--- config.mk ---
export PLATFORM = sky130hd
export DESIGN_NAME = ctc_greedy_decoder
export DESIGN_NICKNAME = d
export VERILOG_FILES = /design/src/rtl/ctc_pkg.sv /design/src/rtl/ctc_greedy_decoder.sv /design/src/rtl/ctc_front.sv /design/src/rtl/ctc_queue.sv /design/src/rtl/ctc_back.sv
export SDC_FILE = /design/constraint.sdc
export NUM_CORES = 1
export LEC_CHECK = 0
export ABC_AREA = 1
export BUFFER_PORTS_ARGS = -buffer_cell sky130_fd_sc_hd__buf_2
export CORE_ASPECT_RATIO = 0.6
export CORE_MARGIN = 5
export CORE_UTILIZATION = 55
export CTS_BUF_LIST = sky130_fd_sc_hd__clkbuf_16
export CTS_CLUSTER_SIZE = 8
export DETAILED_ROUTE_END_ITERATION = 8
export PLACE_DENSITY = 0.8
export SLEW_MARGIN = 40
export SYNTH_ARGS = -nofsm -noshare
export SYNTH_HDL_FRONTEND = slang
export SYNTH_SLANG_ARGS = --single-unit
--- constraint.sdc ---
create_clock -name clk -period 5.74 [get_ports clk]
set_clock_uncertainty 0.2 [all_clocks]
set_input_delay 1.148 -clock clk [delete_from_list [all_inputs] [get_ports clk]]
set_output_delay 1.148 -clock clk [all_outputs]
set_load 0.005 [all_outputs]
--- src/rtl/ctc_pkg.sv ---
package ctc_pkg;

  // Sizes of the decoder
  localparam int MAX_CLASSES  = 128;
  localparam int MAX_STEPS    = 32;
  localparam int SCORE_W      = 16;
  localparam int CLASS_W      = $clog2(MAX_CLASSES);
  localparam int STEP_W       = $clog2(MAX_STEPS);

  // Register fields
  localparam int CLASS_COUNT_W = 8;
  localparam int STEP_COUNT_W  = 6;
  localparam logic [CLASS_COUNT_W-1:0] CLASS_COUNT_RESET = CLASS_COUNT_W'(79);
  localparam logic [STEP_COUNT_W-1:0]  STEP_COUNT_RESET  = STEP_COUNT_W'(18);

  // Register map
  localparam int REG_COUNT = 2;
  localparam int DATA_W    = 32;
  localparam int ADDR_W    = $clog2(4 * REG_COUNT);
  localparam logic REG_CLASS_COUNT = 1'b0;
  localparam logic REG_STEP_COUNT  = 1'b1;

  // Step queue between front and back
  localparam int QUEUE_DEPTH = 2;
  localparam int QPTR_W      = $clog2(QUEUE_DEPTH);
  localparam int QCNT_W      = $clog2(QUEUE_DEPTH + 1);

  // Decoded configuration seen by the front
  typedef struct packed {
    logic [CLASS_W-1:0] blank;
    logic [STEP_W-1:0]  last_step_idx;
  } dec_cfg_t;

  // Winner of one finished step
  typedef struct packed {
    logic [CLASS_W-1:0] winner;
    logic               is_blank;
    logic               last_step;
  } step_evt_t;

endpackage

--- src/rtl/ctc_greedy_decoder.sv ---
// Greedy CTC decoder. Class scores (signed Q8.8) stream in one per transaction,
// classes 0 .. class_count-1 of a time step in order, then the next step. The
// highest score of each step wins (the lower class on a tie); the last class is
// the blank. A label comes out when the winner is not blank and differs from the
// winner of the previous step; the final step of a sequence (step_count steps)
// always gives a transaction with sequence_end set. Rate: one score per cycle,
// set by the single compare-and-update in the front, while the queue is not
// full. A step winner goes into the queue, then to the output register; a two-entry
// queue lets the front keep taking scores while a result waits on out_ready.
// class_count is clamped to 2..128 and step_count to 1..32. Registers: class_count
// at 0x0, step_count at 0x4; write them only while the decoder is idle.
module ctc_greedy_decoder (
  input  logic                                 clk,
  input  logic                                 rst_n,
  // Configuration port
  input  logic                                 psel,
  input  logic                                 penable,
  input  logic                                 pwrite,
  input  logic [ctc_pkg::ADDR_W-1:0]           paddr,
  input  logic [ctc_pkg::DATA_W-1:0]           pwdata,
  output logic [ctc_pkg::DATA_W-1:0]           prdata,
  output logic                                 pready,
  // Score input
  input  logic                                 in_valid,
  output logic                                 in_ready,
  input  logic signed [ctc_pkg::SCORE_W-1:0]   in_score,
  // Label output
  output logic                                 out_valid,
  input  logic                                 out_ready,
  output logic [ctc_pkg::CLASS_W-1:0]          out_label,
  output logic                                 out_label_present,
  output logic                                 out_sequence_end
);

  localparam logic [ctc_pkg::CLASS_COUNT_W-1:0] MinClasses = ctc_pkg::CLASS_COUNT_W'(2);
  localparam logic [ctc_pkg::CLASS_COUNT_W-1:0] MaxClasses =
    ctc_pkg::CLASS_COUNT_W'(ctc_pkg::MAX_CLASSES);
  localparam logic [ctc_pkg::STEP_COUNT_W-1:0]  MaxSteps =
    ctc_pkg::STEP_COUNT_W'(ctc_pkg::MAX_STEPS);

  logic [ctc_pkg::CLASS_COUNT_W-1:0] class_count_r;
  logic [ctc_pkg::STEP_COUNT_W-1:0]  step_count_r;

  logic                              wr_en;
  logic                              reg_sel;
  logic [ctc_pkg::CLASS_COUNT_W-1:0] eff_classes;
  logic [ctc_pkg::STEP_COUNT_W-1:0]  eff_steps;
  ctc_pkg::dec_cfg_t                 dec_cfg;

  logic               q_push;
  logic               q_pop;
  logic               q_full;
  logic               q_empty;
  ctc_pkg::step_evt_t q_push_data;
  ctc_pkg::step_evt_t q_pop_data;

  // Register access
  assign pready  = 1'b1;
  assign wr_en   = psel && penable && pwrite;
  assign reg_sel = paddr[2];

  always_ff @(posedge clk) begin
    if (!rst_n) begin
      class_count_r <= ctc_pkg::CLASS_COUNT_RESET;
      step_count_r  <= ctc_pkg::STEP_COUNT_RESET;
    end else if (wr_en) begin
      unique case (reg_sel)
        ctc_pkg::REG_CLASS_COUNT: class_count_r <= pwdata[ctc_pkg::CLASS_COUNT_W-1:0];
        ctc_pkg::REG_STEP_COUNT:  step_count_r  <= pwdata[ctc_pkg::STEP_COUNT_W-1:0];
        default: ;
      endcase
    end
  end

  always_comb begin
    unique case (reg_sel)
      ctc_pkg::REG_CLASS_COUNT: prdata = ctc_pkg::DATA_W'(class_count_r);
      ctc_pkg::REG_STEP_COUNT:  prdata = ctc_pkg::DATA_W'(step_count_r);
      default:                  prdata = '0;
    endcase
  end

  // Clamp the counts and derive the blank class and last step index
  always_comb begin
    priority if (class_count_r < MinClasses) begin
      eff_classes = MinClasses;
    end else if (class_count_r > MaxClasses) begin
      eff_classes = MaxClasses;
    end else begin
      eff_classes = class_count_r;
    end
    priority if (step_count_r == '0) begin
      eff_steps = ctc_pkg::STEP_COUNT_W'(1);
    end else if (step_count_r > MaxSteps) begin
      eff_steps = MaxSteps;
    end else begin
      eff_steps = step_count_r;
    end
  end

  assign dec_cfg.blank         = ctc_pkg::CLASS_W'(eff_classes - 1'b1);
  assign dec_cfg.last_step_idx = ctc_pkg::STEP_W'(eff_steps - 1'b1);

  ctc_front u_front (
    .clk         (clk),
    .rst_n       (rst_n),
    .cfg         (dec_cfg),
    .in_valid    (in_valid),
    .in_ready    (in_ready),
    .in_score    (in_score),
    .q_full      (q_full),
    .q_push      (q_push),
    .q_push_data (q_push_data)
  );

  ctc_queue u_queue (
    .clk       (clk),
    .rst_n     (rst_n),
    .push      (q_push),
    .push_data (q_push_data),
    .full      (q_full),
    .pop       (q_pop),
    .pop_data  (q_pop_data),
    .empty     (q_empty)
  );

  ctc_back u_back (
    .clk               (clk),
    .rst_n             (rst_n),
    .q_empty           (q_empty),
    .q_data            (q_pop_data),
    .q_pop             (q_pop),
    .out_valid         (out_valid),
    .out_ready         (out_ready),
    .out_label         (out_label),
    .out_label_present (out_label_present),
    .out_sequence_end  (out_sequence_end)
  );

endmodule

--- src/rtl/ctc_front.sv ---
module ctc_front (
  input  logic                                clk,
  input  logic                                rst_n,
  input  ctc_pkg::dec_cfg_t                   cfg,
  input  logic                                in_valid,
  output logic                                in_ready,
  input  logic signed [ctc_pkg::SCORE_W-1:0]  in_score,
  input  logic                                q_full,
  output logic                                q_push,
  output ctc_pkg::step_evt_t                  q_push_data
);

  logic signed [ctc_pkg::SCORE_W-1:0] best_score_r;
  logic [ctc_pkg::CLASS_W-1:0]        best_class_r;
  logic [ctc_pkg::CLASS_W-1:0]        class_idx_r;
  logic [ctc_pkg::STEP_W-1:0]         step_idx_r;

  logic                        accept;
  logic                        better;
  logic                        step_end;
  logic                        last_step;
  logic [ctc_pkg::CLASS_W-1:0] cur_best_class;

  // Accept a score whenever the queue can take a step result
  assign in_ready = !q_full;
  assign accept   = in_valid && in_ready;

  // Running maximum, first class wins a tie
  assign better         = (class_idx_r == '0) || (in_score > best_score_r);
  assign cur_best_class = better ? class_idx_r : best_class_r;
  assign step_end       = class_idx_r >= cfg.blank;
  assign last_step      = step_idx_r >= cfg.last_step_idx;

  // Hand the step winner to the back
  assign q_push                = accept && step_end;
  assign q_push_data.winner    = cur_best_class;
  assign q_push_data.is_blank  = cur_best_class == cfg.blank;
  assign q_push_data.last_step = last_step;

  always_ff @(posedge clk) begin
    if (!rst_n) begin
      best_score_r <= '0;
      best_class_r <= '0;
      class_idx_r  <= '0;
      step_idx_r   <= '0;
    end else if (accept) begin
      if (better) begin
        best_score_r <= in_score;
        best_class_r <= class_idx_r;
      end
      // Advance class and step counters
      if (step_end) begin
        class_idx_r <= '0;
        step_idx_r  <= last_step ? '0 : step_idx_r + 1'b1;
      end else begin
        class_idx_r <= class_idx_r + 1'b1;
      end
    end
  end

endmodule

--- src/rtl/ctc_queue.sv ---
module ctc_queue (
  input  logic               clk,
  input  logic               rst_n,
  input  logic               push,
  input  ctc_pkg::step_evt_t push_data,
  output logic               full,
  input  logic               pop,
  output ctc_pkg::step_evt_t pop_data,
  output logic               empty
);

  ctc_pkg::step_evt_t              mem_r [ctc_pkg::QUEUE_DEPTH];
  logic [ctc_pkg::QPTR_W-1:0]      wr_ptr_r;
  logic [ctc_pkg::QPTR_W-1:0]      rd_ptr_r;
  logic [ctc_pkg::QCNT_W-1:0]      count_r;

  assign full     = count_r == ctc_pkg::QCNT_W'(ctc_pkg::QUEUE_DEPTH);
  assign empty    = count_r == '0;
  assign pop_data = mem_r[rd_ptr_r];

  // Store incoming step results
  always_ff @(posedge clk) begin
    if (push) begin
      mem_r[wr_ptr_r] <= push_data;
    end
  end

  // Advance pointers and track occupancy
  always_ff @(posedge clk) begin
    if (!rst_n) begin
      wr_ptr_r <= '0;
      rd_ptr_r <= '0;
      count_r  <= '0;
    end else begin
      if (push) begin
        wr_ptr_r <= (wr_ptr_r == ctc_pkg::QPTR_W'(ctc_pkg::QUEUE_DEPTH - 1)) ?
                    '0 : wr_ptr_r + 1'b1;
      end
      if (pop) begin
        rd_ptr_r <= (rd_ptr_r == ctc_pkg::QPTR_W'(ctc_pkg::QUEUE_DEPTH - 1)) ?
                    '0 : rd_ptr_r + 1'b1;
      end
      if (push && !pop) begin
        count_r <= count_r + 1'b1;
      end else if (pop && !push) begin
        count_r <= count_r - 1'b1;
      end
    end
  end

endmodule

--- src/rtl/ctc_back.sv ---
module ctc_back (
  input  logic                        clk,
  input  logic                        rst_n,
  input  logic                        q_empty,
  input  ctc_pkg::step_evt_t          q_data,
  output logic                        q_pop,
  output logic                        out_valid,
  input  logic                        out_ready,
  output logic [ctc_pkg::CLASS_W-1:0] out_label,
  output logic                        out_label_present,
  output logic                        out_sequence_end
);

  logic                        prev_nonblank_r;
  logic [ctc_pkg::CLASS_W-1:0] prev_label_r;
  logic                        out_valid_r;
  logic [ctc_pkg::CLASS_W-1:0] out_label_r;
  logic                        out_present_r;
  logic                        out_end_r;

  logic emit;
  logic has_result;

  // Take a step result when the output register is free or being drained
  assign q_pop = !q_empty && (!out_valid_r || out_ready);

  // Greedy collapse: drop blanks and repeats of the previous winner
  assign emit       = !q_data.is_blank &&
                      !(prev_nonblank_r && (q_data.winner == prev_label_r));
  assign has_result = emit || q_data.last_step;

  // Update collapse memory
  always_ff @(posedge clk) begin
    if (!rst_n) begin
      prev_nonblank_r <= 1'b0;
      prev_label_r    <= '0;
    end else if (q_pop) begin
      if (q_data.last_step) begin
        prev_nonblank_r <= 1'b0;
        prev_label_r    <= '0;
      end else if (q_data.is_blank) begin
        prev_nonblank_r <= 1'b0;
      end else begin
        prev_nonblank_r <= 1'b1;
        prev_label_r    <= q_data.winner;
      end
    end
  end

  // Hold the result until it is taken
  always_ff @(posedge clk) begin
    if (!rst_n) begin
      out_valid_r <= 1'b0;
    end else if (q_pop) begin
      out_valid_r <= has_result;
    end else if (out_ready) begin
      out_valid_r <= 1'b0;
    end
  end

  always_ff @(posedge clk) begin
    if (q_pop && has_result) begin
      out_label_r   <= emit ? q_data.winner : '0;
      out_present_r <= emit;
      out_end_r     <= q_data.last_step;
    end
  end

  assign out_valid         = out_valid_r;
  assign out_label         = out_label_r;
  assign out_label_present = out_present_r;
  assign out_sequence_end  = out_end_r;

endmodule

==> metrics.txt <==
# TYPE chip_impl_metric gauge
chip_impl_metric{name="cp_data_arrival_time",unit="ns"} 3.80
chip_impl_metric{name="finish.net_count",unit=""} 763
chip_impl_metric{name="place.port_buffers",unit=""} 50
chip_impl_metric{name="slew_violations",unit=""} 0
chip_impl_metric{name="groute.layer.met2.usage",unit=""} 0.319
chip_impl_metric{name="hold_violations",unit=""} 0
chip_impl_metric{name="power.ir.vdd_worst",unit="mV"} 0.153
chip_impl_metric{name="cp.buffers_inverters",unit=""} 1
chip_impl_info{name="slowest_stage",value="sky130_fd_sc_hd__nor2_1"} 1
chip_impl_metric{name="pin_count",unit=""} 102
chip_impl_metric{name="global_route_usage_over_all_layers",unit=""} 0.204
chip_impl_metric{name="reg2reg_setup_slack",unit="ns"} 1.71
chip_impl_metric{name="max_capacitance_violation_count",unit=""} 0
chip_impl_info{name="critical_path_cell_by_cell",value="inv_1 > nand2_1 > nor2_2 > nand2_1 > nand2_1 > a21boi_0 > ha_1 > nand3_1 > o22ai_1 > nand2_1 > ha_1 > nand3_1 > nor2_1 > nand3_1 > o2111ai_1 > nand2_1 > nor2_1"} 1
chip_impl_info{name="tritoncts",value="built"} 1
chip_impl_info{name="startpoint_type",value="flip-flop"} 1
chip_impl_metric{name="synth.lib_cells_used.distinct",unit=""} 41
chip_impl_info{name="r2r_start",value="class_count_r[1]"} 1
chip_impl_metric{name="summed_negative_setup_slack_over_all_endpoints",unit="ns"} 0
chip_impl_metric{name="initial_utilization",unit=""} 0.575
chip_impl_info{name="mostFrequentLayoutCells",value="sky130_fd_sc_hd__nand2_1, sky130_fd_sc_hd__inv_1, sky130_fd_sc_hd__dfxtp_1"} 1
chip_impl_metric{name="nFillCells",unit=""} 742
chip_impl_metric{name="grt_pass1_wl",unit="um"} 18700
chip_impl_metric{name="worst_slew_pin_slew",unit="ns"} 0.820
chip_impl_metric{name="critical-path-max-stage-delay",unit="ns"} 0.70
chip_impl_metric{name="timing.final.crit_share",unit=""} 0.702
chip_impl_info{name="grt_setup_unrepaired",value="false"} 1
chip_impl_metric{name="post_route_minimum_period",unit="ns"} 4.03
chip_impl_info{name="timing.critical_path.from",value="class_count_r[1]"} 1
chip_impl_metric{name="relSlewSlack",unit=""} 0.451
chip_impl_metric{name="cellPowerDensity",unit="mW/mm^2"} 354
chip_impl_metric{name="clkSinkCount",unit=""} 90
chip_impl_metric{name="share_of_synthesized_area_occupied_by_flip_flops_and_latches",unit=""} 0.417
chip_impl_metric{name="power_leakage",unit="nW"} 2.51
chip_impl_metric{name="clk_pin_slew",unit="ns"} 0.06
chip_impl_metric{name="synthesis.yosys.warnings",unit=""} 0
chip_impl_metric{name="rr_worst_depth",unit=""} 17
chip_impl_info{name="critical_path_class",value="reg -> reg"} 1
chip_impl_metric{name="flow.area_growth_from_synthesis",unit="%"} 10.3
chip_impl_info{name="worst_path_most_repeated_cell",value="sky130_fd_sc_hd__nand2_1"} 1
chip_impl_metric{name="detailedRoute.firstPassIterationCount",unit=""} 5
chip_impl_metric{name="clk_path_buf_depth",unit=""} 2
chip_impl_metric{name="avgSynthCellArea",unit="um^2"} 7.96
chip_impl_metric{name="overflow",unit=""} 0
chip_impl_metric{name="fp.dieH",unit="um"} 83.7
chip_impl_metric{name="post_drt_wl_per_cell",unit="um"} 14.1
chip_impl_metric{name="rows",unit=""} 26
chip_impl_metric{name="number_of_endpoints_failing_setup_at_the_final_stage",unit=""} 0
chip_impl_metric{name="post_route_cells_drive_above_1_share",unit=""} 0.129
chip_impl_metric{name="drt_wl_total",unit="um"} 11100
chip_impl_metric{name="post_cts.resized_instances",unit=""} 0
chip_impl_metric{name="number_of_post_cts_setup_repair_buffers",unit=""} 0
chip_impl_metric{name="gr-usage-met3",unit=""} 0.0608
chip_impl_metric{name="cts_buffers",unit=""} 9
chip_impl_metric{name="async_reset_ff_frac",unit=""} 0
chip_impl_metric{name="synth_area",unit="mm^2"} 0.00497
chip_impl_metric{name="drt_iter0_drc",unit=""} 277
chip_impl_metric{name="detailroute.via_count",unit=""} 4217
chip_impl_info{name="worstReg2RegEnd",value="u_queue.mem_r[0][4]"} 1
chip_impl_info{name="critPathTopFamily",value="simple AND/OR/NAND/NOR gates"} 1
chip_impl_metric{name="post_dp_cell_area",unit="mm^2"} 0.00518
chip_impl_info{name="crit_path_end_kind",value="flip-flop"} 1
chip_impl_info{name="synth_top_flop_cell",value="sky130_fd_sc_hd__dfxtp_1"} 1
chip_impl_metric{name="cts_hold_fix_bufs",unit=""} 0
chip_impl_metric{name="maxClockFrequency",unit="MHz"} 248
chip_impl_metric{name="number_of_synthesized_register_bits",unit=""} 90
chip_impl_info{name="most_common_cell_after_layout_fill_and_taps_aside",value="sky130_fd_sc_hd__nand2_1"} 1
chip_impl_metric{name="first_global_vias",unit=""} 4078
chip_impl_metric{name="met1_usage",unit=""} 0.274
chip_impl_metric{name="detail-route-antenna-nets",unit=""} 0
chip_impl_metric{name="dp_hpwl",unit="um"} 8480
chip_impl_metric{name="grt_start_max_net_pins",unit=""} 40
chip_impl_info{name="busiest_layer",value="met2"} 1
chip_impl_info{name="run_status",value="completed"} 1
chip_impl_metric{name="core_region_area",unit="mm^2"} 0.00865
chip_impl_metric{name="htree_num_levels",unit=""} 3
chip_impl_metric{name="detail_route.vias_per_cell",unit=""} 5.35
chip_impl_info{name="clock-root-buffer",value="sky130_fd_sc_hd__clkbuf_16"} 1
chip_impl_metric{name="route.detailed.drc",unit=""} 0
chip_impl_metric{name="hold-path-cell-count",unit=""} 2
chip_impl_metric{name="worst-endpoint-required",unit="ns"} 5.51
chip_impl_info{name="worst_hold_startpoint",value="u_front.best_score_r[1]"} 1
chip_impl_metric{name="critPathMaxFanout",unit=""} 9
chip_impl_metric{name="initial_antenna_violation_count",unit=""} 0
chip_impl_metric{name="die-width",unit="um"} 133
chip_impl_metric{name="finish.instance_area",unit="mm^2"} 0.00549
chip_impl_metric{name="diodes",unit=""} 0
chip_impl_metric{name="clkLatencyLatePin",unit="ns"} 0.34
chip_impl_metric{name="place_congestion",unit=""} 0.920
chip_impl_metric{name="synth-edff-count",unit=""} 27
chip_impl_info{name="worst_hold_path.endpoint",value="u_front.best_score_r[1]"} 1
chip_impl_metric{name="floorplan.die_area",unit="mm^2"} 0.0111
chip_impl_metric{name="post_synth_inst_count",unit=""} 625
chip_impl_info{name="hold_class",value="reg -> reg"} 1
chip_impl_metric{name="cp.depth",unit=""} 17
-- worst max-delay path by stage --
stage | endpoint | slack [ns]
2_1_floorplan | u_queue.count_r[1] | 2.51
3_3_place_gp | u_queue.mem_r[1][4] | 2.06
3_5_place_dp | u_queue.mem_r[1][7] | 1.81
4_1_cts | u_queue.mem_r[1][4] | 1.79
5_1_grt | u_queue.count_r[1] | 1.34
6_report | u_queue.mem_r[0][4] | 1.71
-- metal layers --
metal / part of all wire / vias up / routed length [um]
li1: - / 2106 / -
met1: 0.47 / 1931 / 5220
met2: 0.43 / 163 / 4790
met3: 0.081 / 17 / 901
met4: 0.015 / 0 / 161
met5: 0 / - / 0
-- power by group --
part	internal (W)	switching (W)	total (W)
logic	0.000181	0.000342	0.000523
registers	0.000770	0.0000501	0.000820
clock network	0.000342	0.000257	0.000598
total	0.00129	0.000648	0.00194
-- kinds of logic (layout without fill, tap and decap cells) --
family | after synthesis | in the layout | share of synthesized area
AO/OA/AOI/OAI | 124 | 124 | 0.129
XOR/XNOR | 15 | 15 | 0.0264
adder cells (fa/ha/maj) | 34 | 34 | 0.0855
buffers and inverters | 117 | 145 | 0.114
flip-flops | 90 | 90 | 0.417
multiplexers | 4 | 4 | 0.00805
other | 2 | 25 | 0.00151
AND/OR/NAND/NOR | 239 | 239 | 0.218
-- tightest hold or removal path, stage by stage (launching register included) --
cell and delay [ns]:
sky130_fd_sc_hd__dfxtp_1 0.29, sky130_fd_sc_hd__inv_1 0.06, sky130_fd_sc_hd__a21oi_1 0.06
-- stage by stage --
step | total power (W) | cells | utilization | hold WS [ns] | setup WS (ns)
global route | 0.00206 | 788 | 0.634 | 0.275 | 1.34
floorplan | 0.00123 | 648 | - | 0.226 | 2.51
CTS | 0.00195 | 788 | 0.634 | 0.261 | 1.79
detailed placement | 0.00135 | 772 | 0.599 | 0.249 | 1.81
finish | 0.00194 | 788 | 0.634 | 0.261 | 1.71
global placement | 0.00132 | 772 | 0.599 | 0.236 | 2.06
-- area by class of cell --
class,count,area [um^2],share of cell area
clock buffers,9,225,0.0410
clock inverters,7,77.6,0.0141
inverters,79,299,0.0545
multi-input cells,441,2420,0.442
flip-flops and latches,90,2070,0.378
well taps,112,140,0.0255
repair buffers,50,250,0.0456
-- cell usage after synthesis (3+ instances only) --
library cell,count,area share
sky130_fd_sc_hd__mux2i_1,4,0.0081
sky130_fd_sc_hd__ha_1,34,0.086
sky130_fd_sc_hd__nand2_1,110,0.083
sky130_fd_sc_hd__xor2_1,14,0.025
sky130_fd_sc_hd__inv_2,6,0.0045
sky130_fd_sc_hd__or2_1,5,0.0063
sky130_fd_sc_hd__o21a_1,5,0.0075
sky130_fd_sc_hd__nand3_1,37,0.037
sky130_fd_sc_hd__o21ai_0,54,0.054
sky130_fd_sc_hd__nand2_4,3,0.0068
sky130_fd_sc_hd__nand4_1,8,0.010
sky130_fd_sc_hd__clkbuf_1,6,0.0045
sky130_fd_sc_hd__inv_1,72,0.054
sky130_fd_sc_hd__nor2_1,52,0.039
sky130_fd_sc_hd__edfxtp_1,27,0.16
sky130_fd_sc_hd__buf_6,3,0.0068
sky130_fd_sc_hd__nor3_1,6,0.0060
sky130_fd_sc_hd__buf_4,27,0.041
sky130_fd_sc_hd__dfxtp_1,63,0.25
sky130_fd_sc_hd__nand3_2,3,0.0060
sky130_fd_sc_hd__or2_0,3,0.0038
sky130_fd_sc_hd__a21oi_1,58,0.058
sky130_fd_sc_hd__o21ai_1,3,0.0030
-- state kept, by name, indices dropped and copies added, names as in the netlist, 5 cells and up, named ones only --
register              cells
u_queue.mem_r            18
u_front.best_score_r     16
class_count_r             8
u_back.out_label          7
u_back.prev_label_r       7
u_front.best_class_r      7
u_front.class_idx_r       7
step_count_r              6
u_front.step_idx_r        5
No activity file was read; power rests on OpenSTA's default activity.
